$ cat config.mk
export PLATFORM = sky130hd
export DESIGN_NAME = go_to_goal_p_controller_top
export DESIGN_NICKNAME = d
export VERILOG_FILES = /design/src/rtl/gtg_pkg.sv /design/src/rtl/gtg_front.sv /design/src/rtl/gtg_sqrt_cell.sv /design/src/rtl/gtg_back.sv /design/src/rtl/go_to_goal_p_controller_top.sv
export SDC_FILE = /design/constraint.sdc
export NUM_CORES = 2
export LEC_CHECK = 0
export BUFFER_PORTS_ARGS = -buffer_cell sky130_fd_sc_hd__buf_2
export CAP_MARGIN = 20
export CORE_AREA = 2 2 401 403
export CTS_CLUSTER_SIZE = 10
export DETAILED_ROUTE_END_ITERATION = 10
export DIE_AREA = 0 0 403 405
export PLACE_DENSITY = 0.8
export SLEW_MARGIN = 20
export SYNTH_ARGS = -nofsm -noshare
export SYNTH_HDL_FRONTEND = slang
export SYNTH_SLANG_ARGS = --single-unit
$ cat constraint.sdc
create_clock -name clock -period 7.7 [get_ports clock]
set_clock_uncertainty 0.1 [all_clocks]
set_input_delay 0.77 -clock clock [delete_from_list [all_inputs] [get_ports clock]]
set_output_delay 0.77 -clock clock [all_outputs]
set_load 0.01 [all_outputs]
$ cat src/rtl/gtg_pkg.sv
// shared widths, constants and types of the go-to-goal controller
// no dependencies; imported by every module of the block
`default_nettype none

package gtg_pkg;

   localparam int POS_W    = 16;
   localparam int YAW_W    = 15;
   localparam int GAIN_W   = 12;
   localparam int DLIM_W   = 16;
   localparam int ALIM_W   = 14;
   localparam int DIFF_W   = POS_W + 1;
   localparam int ERR_W    = 15;
   localparam int SQ_W     = 32;
   localparam int ROOT_W   = 17;
   localparam int RAD_W    = 2 * ROOT_W;
   localparam int REM_W    = ROOT_W + 1;
   localparam int CMD_W    = 16;
   localparam int FRAC_SH  = 8;
   localparam int CSR_AW   = 4;
   localparam int CSR_DW   = 32;

   localparam logic signed [YAW_W:0] PI_Q12     = 16'sd12868;
   localparam logic signed [YAW_W:0] NEG_PI_Q12 = -16'sd12868;
   localparam logic signed [YAW_W:0] TWO_PI_Q12 = 16'sd25736;

   localparam logic [1:0] REG_GAIN_LINEAR    = 2'd0;
   localparam logic [1:0] REG_GAIN_ANGULAR   = 2'd1;
   localparam logic [1:0] REG_DISTANCE_LIMIT = 2'd2;
   localparam logic [1:0] REG_ANGLE_LIMIT    = 2'd3;

   localparam logic [GAIN_W-1:0] GAIN_LINEAR_RST    = 12'd256;
   localparam logic [GAIN_W-1:0] GAIN_ANGULAR_RST   = 12'd256;
   localparam logic [DLIM_W-1:0] DISTANCE_LIMIT_RST = 16'd128;
   localparam logic [ALIM_W-1:0] ANGLE_LIMIT_RST    = 14'd2048;

   typedef struct packed {
      logic [GAIN_W-1:0] gain_linear;
      logic [GAIN_W-1:0] gain_angular;
      logic [DLIM_W-1:0] distance_limit;
      logic [ALIM_W-1:0] angle_limit;
   } cfg_type;

   typedef struct packed {
      logic [RAD_W-1:0]        rad;
      logic [REM_W-1:0]        rem;
      logic [ROOT_W-1:0]       root;
      logic signed [ERR_W-1:0] err;
      logic                    goal_valid;
   } sqrt_data_type;

endpackage

`default_nettype wire

$ cat src/rtl/gtg_front.sv
// front end: position differences, heading error wrap, squares and their sum
// uses gtg_pkg; feeds the first square root cell
`default_nettype none

module gtg_front
   import gtg_pkg::*;
(
   input  wire logic                    clock,
   input  wire logic                    reset,
   input  wire logic                    in_valid,
   output logic                         in_ready,
   input  wire logic signed [POS_W-1:0] current_x,
   input  wire logic signed [POS_W-1:0] current_y,
   input  wire logic signed [YAW_W-1:0] current_yaw,
   input  wire logic signed [POS_W-1:0] goal_x,
   input  wire logic signed [POS_W-1:0] goal_y,
   input  wire logic signed [YAW_W-1:0] goal_yaw,
   input  wire logic                    goal_valid,
   output logic                         out_valid,
   input  wire logic                    out_ready,
   output sqrt_data_type                out_data
);

   logic va_ff, vb_ff, vc_ff;
   logic en_a, en_b, en_c;

   logic signed [DIFF_W-1:0] dx_ff, dx_in, dy_ff, dy_in;
   logic signed [ERR_W-1:0]  err_a_ff, err_a_in, err_b_ff, err_c_ff;
   logic                     gv_a_ff, gv_b_ff, gv_c_ff;
   logic signed [YAW_W:0]    yaw_diff, yaw_wrap;
   logic signed [2*DIFF_W-1:0] prod_x, prod_y;
   logic [SQ_W-1:0]          sqx_ff, sqx_in, sqy_ff, sqy_in;
   logic [RAD_W-1:0]         sum_ff, sum_in;

   assign en_c = !vc_ff || out_ready;
   assign en_b = !vb_ff || en_c;
   assign en_a = !va_ff || en_b;
   assign in_ready = en_a;

   always_comb begin
      dx_in    = DIFF_W'(goal_x) - DIFF_W'(current_x);
      dy_in    = DIFF_W'(goal_y) - DIFF_W'(current_y);
      yaw_diff = (YAW_W+1)'(goal_yaw) - (YAW_W+1)'(current_yaw);
      priority if (yaw_diff > PI_Q12) begin
         yaw_wrap = yaw_diff - TWO_PI_Q12;
      end else if (yaw_diff < NEG_PI_Q12) begin
         yaw_wrap = yaw_diff + TWO_PI_Q12;
      end else begin
         yaw_wrap = yaw_diff;
      end
      err_a_in = yaw_wrap[ERR_W-1:0];
      prod_x   = dx_ff * dx_ff;
      prod_y   = dy_ff * dy_ff;
      sqx_in   = prod_x[SQ_W-1:0];
      sqy_in   = prod_y[SQ_W-1:0];
      sum_in   = RAD_W'(sqx_ff) + RAD_W'(sqy_ff);
   end

   always_ff @(posedge clock) begin
      if (reset) begin
         va_ff <= 1'b0;
         vb_ff <= 1'b0;
         vc_ff <= 1'b0;
      end else begin
         if (en_a) va_ff <= in_valid;
         if (en_b) vb_ff <= va_ff;
         if (en_c) vc_ff <= vb_ff;
      end
   end

   always_ff @(posedge clock) begin
      if (en_a) begin
         dx_ff    <= dx_in;
         dy_ff    <= dy_in;
         err_a_ff <= err_a_in;
         gv_a_ff  <= goal_valid;
      end
      if (en_b) begin
         sqx_ff   <= sqx_in;
         sqy_ff   <= sqy_in;
         err_b_ff <= err_a_ff;
         gv_b_ff  <= gv_a_ff;
      end
      if (en_c) begin
         sum_ff   <= sum_in;
         err_c_ff <= err_b_ff;
         gv_c_ff  <= gv_b_ff;
      end
   end

   assign out_valid = vc_ff;

   always_comb begin
      out_data            = '0;
      out_data.rad        = sum_ff;
      out_data.err        = err_c_ff;
      out_data.goal_valid = gv_c_ff;
   end

endmodule

`default_nettype wire

$ cat src/rtl/gtg_sqrt_cell.sv
// one cell of the square root chain: settles one root bit per request
// uses gtg_pkg; instances are chained in the top level
`default_nettype none

module gtg_sqrt_cell
   import gtg_pkg::*;
(
   input  wire logic           clock,
   input  wire logic           reset,
   input  wire logic           in_valid,
   output logic                in_ready,
   input  wire sqrt_data_type  in_data,
   output logic                out_valid,
   input  wire logic           out_ready,
   output sqrt_data_type       out_data
);

   logic          valid_ff;
   logic          en;
   sqrt_data_type data_ff, data_in;
   logic [REM_W+1:0] cand, trial, diff;

   assign en       = !valid_ff || out_ready;
   assign in_ready = en;

   always_comb begin
      cand    = {in_data.rem, in_data.rad[RAD_W-1 -: 2]};
      trial   = (REM_W+2)'({in_data.root, 2'b01});
      diff    = cand - trial;
      data_in = in_data;
      data_in.rad = {in_data.rad[RAD_W-3:0], 2'b00};
      if (cand >= trial) begin
         data_in.rem  = diff[REM_W-1:0];
         data_in.root = {in_data.root[ROOT_W-2:0], 1'b1};
      end else begin
         data_in.rem  = cand[REM_W-1:0];
         data_in.root = {in_data.root[ROOT_W-2:0], 1'b0};
      end
   end

   always_ff @(posedge clock) begin
      if (reset) begin
         valid_ff <= 1'b0;
      end else if (en) begin
         valid_ff <= in_valid;
      end
   end

   always_ff @(posedge clock) begin
      if (en) data_ff <= data_in;
   end

   assign out_valid = valid_ff;
   assign out_data  = data_ff;

endmodule

`default_nettype wire

$ cat src/rtl/gtg_back.sv
// back end: reach and turn decisions, gain products, saturation, result register
// uses gtg_pkg; takes the distance from the last square root cell
`default_nettype none

module gtg_back
   import gtg_pkg::*;
(
   input  wire logic                clock,
   input  wire logic                reset,
   input  wire cfg_type             cfg,
   input  wire logic                in_valid,
   output logic                     in_ready,
   input  wire sqrt_data_type       in_data,
   output logic                     rsp_valid,
   input  wire logic                rsp_stall,
   output logic [CMD_W-1:0]         rsp_linear_cmd,
   output logic signed [CMD_W-1:0]  rsp_angular_cmd,
   output logic                     rsp_goal_reached
);

   localparam int ANG_W = GAIN_W + ERR_W + 1;
   localparam int LIN_W = GAIN_W + ROOT_W;
   localparam logic signed [ANG_W-1:0] ANG_MAX = ANG_W'(32767);
   localparam logic signed [ANG_W-1:0] ANG_MIN = -ANG_W'(32768);

   logic vp_ff, vo_ff, en_p, en_o;
   logic active, turn;
   logic [ERR_W-1:0] abs_err;

   logic signed [ANG_W-1:0] ang_prod_ff, ang_prod_in, ang_shift;
   logic [LIN_W-1:0]        lin_prod_ff, lin_prod_in, lin_shift;
   logic reached_ff, turn_ff, drive_ff;

   logic [CMD_W-1:0]        lin_sat, lin_ff, lin_in;
   logic signed [CMD_W-1:0] ang_sat, ang_ff, ang_in;
   logic                    reach_out_ff;

   assign en_o     = !vo_ff || !rsp_stall;
   assign en_p     = !vp_ff || en_o;
   assign in_ready = en_p;

   always_comb begin
      active      = (in_data.root > ROOT_W'(cfg.distance_limit)) && in_data.goal_valid;
      abs_err     = in_data.err[ERR_W-1] ? ERR_W'(-in_data.err) : ERR_W'(in_data.err);
      turn        = abs_err > ERR_W'(cfg.angle_limit);
      ang_prod_in = $signed({1'b0, cfg.gain_angular}) * in_data.err;
      lin_prod_in = cfg.gain_linear * in_data.root;
   end

   always_comb begin
      ang_shift = ang_prod_ff >>> FRAC_SH;
      lin_shift = lin_prod_ff >> FRAC_SH;
      priority if (ang_shift > ANG_MAX) begin
         ang_sat = CMD_W'(ANG_MAX);
      end else if (ang_shift < ANG_MIN) begin
         ang_sat = CMD_W'(ANG_MIN);
      end else begin
         ang_sat = ang_shift[CMD_W-1:0];
      end
      if (|lin_shift[LIN_W-1:CMD_W]) begin
         lin_sat = '1;
      end else begin
         lin_sat = lin_shift[CMD_W-1:0];
      end
      lin_in = drive_ff ? lin_sat : '0;
      ang_in = turn_ff ? ang_sat : '0;
   end

   always_ff @(posedge clock) begin
      if (reset) begin
         vp_ff <= 1'b0;
         vo_ff <= 1'b0;
      end else begin
         if (en_p) vp_ff <= in_valid;
         if (en_o) vo_ff <= vp_ff;
      end
   end

   always_ff @(posedge clock) begin
      if (en_p) begin
         ang_prod_ff <= ang_prod_in;
         lin_prod_ff <= lin_prod_in;
         reached_ff  <= !active;
         turn_ff     <= active && turn;
         drive_ff    <= active && !turn;
      end
      if (en_o) begin
         lin_ff       <= lin_in;
         ang_ff       <= ang_in;
         reach_out_ff <= reached_ff;
      end
   end

   assign rsp_valid        = vo_ff;
   assign rsp_linear_cmd   = lin_ff;
   assign rsp_angular_cmd  = ang_ff;
   assign rsp_goal_reached = reach_out_ff;

endmodule

`default_nettype wire

$ cat src/rtl/go_to_goal_p_controller_top.sv
// Proportional go-to-goal controller. One request per clock cycle is taken
// whenever the result side keeps up; each request yields exactly one result
// after passing three front-end stages for differences, squares and sum,
// seventeen square root cells that settle one distance bit each, and two
// back-end stages for the gain products and saturation. Stalls on the
// result side fill empty stages first, so idle slots are squeezed out before
// req_stall rises. Registers are to be written through the APB-style port
// only while no request is in flight; the block does not enforce this.
// uses gtg_pkg, gtg_front, gtg_sqrt_cell and gtg_back
`default_nettype none

module go_to_goal_p_controller_top
   import gtg_pkg::*;
(
   input  wire logic                    clock,
   input  wire logic                    reset,
   input  wire logic                    req_valid,
   output logic                         req_stall,
   input  wire logic signed [POS_W-1:0] req_current_x,
   input  wire logic signed [POS_W-1:0] req_current_y,
   input  wire logic signed [YAW_W-1:0] req_current_yaw,
   input  wire logic signed [POS_W-1:0] req_goal_x,
   input  wire logic signed [POS_W-1:0] req_goal_y,
   input  wire logic signed [YAW_W-1:0] req_goal_yaw,
   input  wire logic                    req_goal_valid,
   output logic                         rsp_valid,
   input  wire logic                    rsp_stall,
   output logic [CMD_W-1:0]             rsp_linear_cmd,
   output logic signed [CMD_W-1:0]      rsp_angular_cmd,
   output logic                         rsp_goal_reached,
   input  wire logic                    psel,
   input  wire logic                    penable,
   input  wire logic                    pwrite,
   input  wire logic [CSR_AW-1:0]       paddr,
   input  wire logic [CSR_DW-1:0]       pwdata,
   output logic [CSR_DW-1:0]            prdata,
   output logic                         pready
);

   cfg_type cfg_ff;
   logic    cfg_write;
   logic [1:0] reg_idx;

   assign pready    = 1'b1;
   assign reg_idx   = paddr[CSR_AW-1:2];
   assign cfg_write = psel && penable && pwrite && pready;

   always_ff @(posedge clock) begin
      if (reset) begin
         cfg_ff.gain_linear    <= GAIN_LINEAR_RST;
         cfg_ff.gain_angular   <= GAIN_ANGULAR_RST;
         cfg_ff.distance_limit <= DISTANCE_LIMIT_RST;
         cfg_ff.angle_limit    <= ANGLE_LIMIT_RST;
      end else if (cfg_write) begin
         unique case (reg_idx)
            REG_GAIN_LINEAR:    cfg_ff.gain_linear    <= pwdata[GAIN_W-1:0];
            REG_GAIN_ANGULAR:   cfg_ff.gain_angular   <= pwdata[GAIN_W-1:0];
            REG_DISTANCE_LIMIT: cfg_ff.distance_limit <= pwdata[DLIM_W-1:0];
            REG_ANGLE_LIMIT:    cfg_ff.angle_limit    <= pwdata[ALIM_W-1:0];
         endcase
      end
   end

   always_comb begin
      unique case (reg_idx)
         REG_GAIN_LINEAR:    prdata = CSR_DW'(cfg_ff.gain_linear);
         REG_GAIN_ANGULAR:   prdata = CSR_DW'(cfg_ff.gain_angular);
         REG_DISTANCE_LIMIT: prdata = CSR_DW'(cfg_ff.distance_limit);
         REG_ANGLE_LIMIT:    prdata = CSR_DW'(cfg_ff.angle_limit);
      endcase
   end

   logic          front_ready;
   logic          chain_valid [ROOT_W+1];
   logic          chain_ready [ROOT_W+1];
   sqrt_data_type chain_data  [ROOT_W+1];

   assign req_stall = !front_ready;

   gtg_front u_front (
      .clock       (clock),
      .reset       (reset),
      .in_valid    (req_valid),
      .in_ready    (front_ready),
      .current_x   (req_current_x),
      .current_y   (req_current_y),
      .current_yaw (req_current_yaw),
      .goal_x      (req_goal_x),
      .goal_y      (req_goal_y),
      .goal_yaw    (req_goal_yaw),
      .goal_valid  (req_goal_valid),
      .out_valid   (chain_valid[0]),
      .out_ready   (chain_ready[0]),
      .out_data    (chain_data[0])
   );

   for (genvar i = 0; i < ROOT_W; i++) begin : g_cell
      gtg_sqrt_cell u_cell (
         .clock     (clock),
         .reset     (reset),
         .in_valid  (chain_valid[i]),
         .in_ready  (chain_ready[i]),
         .in_data   (chain_data[i]),
         .out_valid (chain_valid[i+1]),
         .out_ready (chain_ready[i+1]),
         .out_data  (chain_data[i+1])
      );
   end

   gtg_back u_back (
      .clock            (clock),
      .reset            (reset),
      .cfg              (cfg_ff),
      .in_valid         (chain_valid[ROOT_W]),
      .in_ready         (chain_ready[ROOT_W]),
      .in_data          (chain_data[ROOT_W]),
      .rsp_valid        (rsp_valid),
      .rsp_stall        (rsp_stall),
      .rsp_linear_cmd   (rsp_linear_cmd),
      .rsp_angular_cmd  (rsp_angular_cmd),
      .rsp_goal_reached (rsp_goal_reached)
   );

`ifndef SYNTHESIS
   a_reached_stops: assert property (@(posedge clock) disable iff (reset)
      rsp_valid && rsp_goal_reached |-> rsp_linear_cmd == '0 && rsp_angular_cmd == '0)
      else $error("reached result carries a nonzero command");

   a_one_motion: assert property (@(posedge clock) disable iff (reset)
      rsp_valid |-> rsp_linear_cmd == '0 || rsp_angular_cmd == '0)
      else $error("turn and drive commands both nonzero");

   a_reset_empty: assert property (@(posedge clock)
      reset |=> !rsp_valid)
      else $error("result valid right after reset");
`endif

endmodule

`default_nettype wire
==> flow_summary.toml <==
[drt]
dr_total_vias = 53800
ant_nets = 0
wl_per_cell_um = 17.1
drt-total-wl_mm = 168
dr.pass1.iters = 6
vias_per_cell = 5.45
route.detailed.drc = 0
drtIter0Drc = 3476

[timing]
fin_crit_sh_pct = 93.5
layout_min_cycle_time_ns = 7.20
max-slew-margin-rel_pct = 29.7
setup_violations = 0
timing.fmax_mhz = 139
hold_violations = 0
fin_ws_ns = 0.498
tns_ns = 0
worst_pin_slew_ns = 1.04
rsz0062_at_grt = "false"
report.final.slew_viol_count = 0

[worst_setup_path]
critPathMaxStageDelay_ns = 0.61
reg2reg_slack_ns = 0.50
cp.arrival_ns = 7.71
path_class = "reg2reg"
worstRegToRegCells = 23
required_ns = 8.21
crit_top_cell = "fa_1"
cp_max_fo = 9
path_cells = "nand2_1, inv_1, fa_1, inv_1, fa_1, fa_1, inv_1, fa_1, fa_1, inv_1, fa_1, inv_1, ha_1, a21o_1, a21o_1, a21oi_1, o21ai_0, o2111ai_1, a31oi_1, o31ai_1, a21oi_1, or4_1, nand4_1"
end_kind = "register"
start_kind = "register"
slowest_stage = "edfxtp_1"

[clocking]
cts_setup_buffers = 0
clockRootBuffer = "clkbuf_16"
cts_resized = 0
clkTransAtPathRegs_ns = 0.06
htree_levels = 4
clock_latency_ns = 0.77
cts_tree = "done"
cts.sinks = 1291
clock_path_buffers = 3
cts_buffers = 152
hold_buffers = 0

[die]
die_area_um2 = 163000
rows = 147
ios = 206
fp.dieH_um = 405
coreArea_um2 = 159000
initial_core_util_pct = 54.5
die_w_um = 403

[worst_hold_path]
min_path_cells = 1
hold_class = "in2reg"

[logic_synthesis]
synth_area_leaders = "edfxtp_1 (42%), fa_1 (19%), ha_1 (8.2%)"
async_flop_share_pct = 0
synth_edf_count = 1215
synth-xor-area-share_pct = 3.72
synth_top_family_by_area = "adder cells"
yosysWarnings = 0
synth_compound_area_share_pct = 6.78
synth_cell_types = 97
synth.avg_cell_area_um2 = 11.6
synth-simple-area-share_pct = 10.4
ys.flop_type = "edfxtp_1"
synth_common_cells = "inv_1 (1,425), edfxtp_1 (1,215), fa_1 (833), nand2_1 (685), ha_1 (569)"
synth_top_area_cell = "edfxtp_1"
synth_seq_area_share_pct = 43.7
yosys.area.top_type_share_pct = 42.0
mappedNetlistArea_um2 = 86900
synth_fa_ha_area_share_pct = 27.4
syn_inst = 7517
yosysMostFrequentCell = "inv_1"
synth_seq_cells = 1291
muxShareOfSynthArea_pct = 0.880

[global_routing]
grt_pass1_wl_mm = 280
grt_usage_pct = 21.2
antenna_found_initial = 0
gr-total-overflow = 0
grt_pass1_vias = 57900
grt_max_degree = 77

[job]
cap_viol_max_count = 0

[place]
preCtsSetupSlack_ns = 0.264
routabilityCongestion = 0.895
dpl.hpwl_mm = 127
io_buffers = 170
placed_area_um2 = 90100

[final_layout]
diodes = 0
nFillCells = 12100
areaGrowthSynthToFinish_pct = 8.85
final_area_um2 = 94600
drive_above_1_share_pct = 6.87
final_nets = 9267

[outcome]
status = "completed"
[metrics by stage]
step / instances / utilization (%) / hold slack, ns
6_report: 9875 / 59.4 / 0.102
5_1_grt: 9875 / 59.4 / 0.0679
4_1_cts: 9875 / 59.4 / 0.0498
3_5_place_dp: 9659 / 56.6 / 0.305
3_3_place_gp: 9659 / 56.6 / 0.300
2_1_floorplan: 7533 / - / 0.300
[kinds of logic (layout without fill, tap and decap cells)]
group,Yosys count,in the layout
simple gates,1870,1870
other cells,2,18
mux,58,58
flops,1291,1291
buf+inv,1620,1876
compound gates,907,907
xor+xnor,367,367
fa+ha+maj,1402,1402
[worst max-delay path, delay by kind of cell, from the launching register on]
family | cells | cell delay [ns]
adders and majority gates | 7 | 3.39
AOI/OAI and AO/OA | 8 | 1.85
DFF | 1 | 0.61
buffers and inverters | 5 | 0.28
and+or+nand+nor | 3 | 0.81
[state kept, by name (all words and copies together) (netlist names), 16 cells and up]
register                 flops
u_front.dy_ff               17
u_front.dx_ff               17
u_back.rsp_angular_cmd      16
u_back.ang_prod_ff          20
u_back.lin_prod_ff          21
u_back.rsp_linear_cmd       16
g_cell.u_cell.out_valid     17
g_cell.u_cell.out_data     961
u_front.sum_ff              33
cfg_ff                      54
u_front.sqx_ff              31
u_front.sqy_ff              31
[routing by layer]
metal	vias to the layer above	GRT usage, %	routed length, um
met5	-	0	0
li1	25100	-	-
met3	417	2.92	8600
met2	1722	38.9	88700
met1	26500	24.5	64000
met4	0	9.56	7150
[worst paths after layout]
check | end | from
worst min-delay path | u_front.gv_a_ff | req_goal_valid
worst max register to register | u_front.sqy_ff[31] | u_front.dy_ff[5]
worst min register to register | g_cell[6].u_cell.out_data[6] | g_cell[5].u_cell.out_data[6]
worst max-delay path | u_front.sqy_ff[31] | u_front.dy_ff[5]
[layout make-up]
class / instances / area [um^2] / share of cell area [%]
multi-input cells: 4622 / 42800 / 45.3
flip-flops and latches: 1291 / 38000 / 40.2
repair buffers: 234 / 1330 / 1.41
well taps: 2086 / 2610 / 2.76
inverters: 1426 / 5360 / 5.67
clock buffers: 189 / 4020 / 4.25
clock inverters: 27 / 400 / 0.423
[cells in the final DEF, fill, tap and decap left out, drive strengths merged, types with 189 or more instances in the layout]
master,synthesis,layout
a21oi,250,250
and2,288,288
buf,30,234
clkbuf,164,189
edfxtp,1215,1215
fa,833,833
ha,569,569
inv,1425,1426
nand2,685,685
nor2,327,327
o21ai,204,204
xnor2,249,249
Power is not shown: default switching activity piles up to over one toggle a cycle in this logic, so the estimate is an artifact.
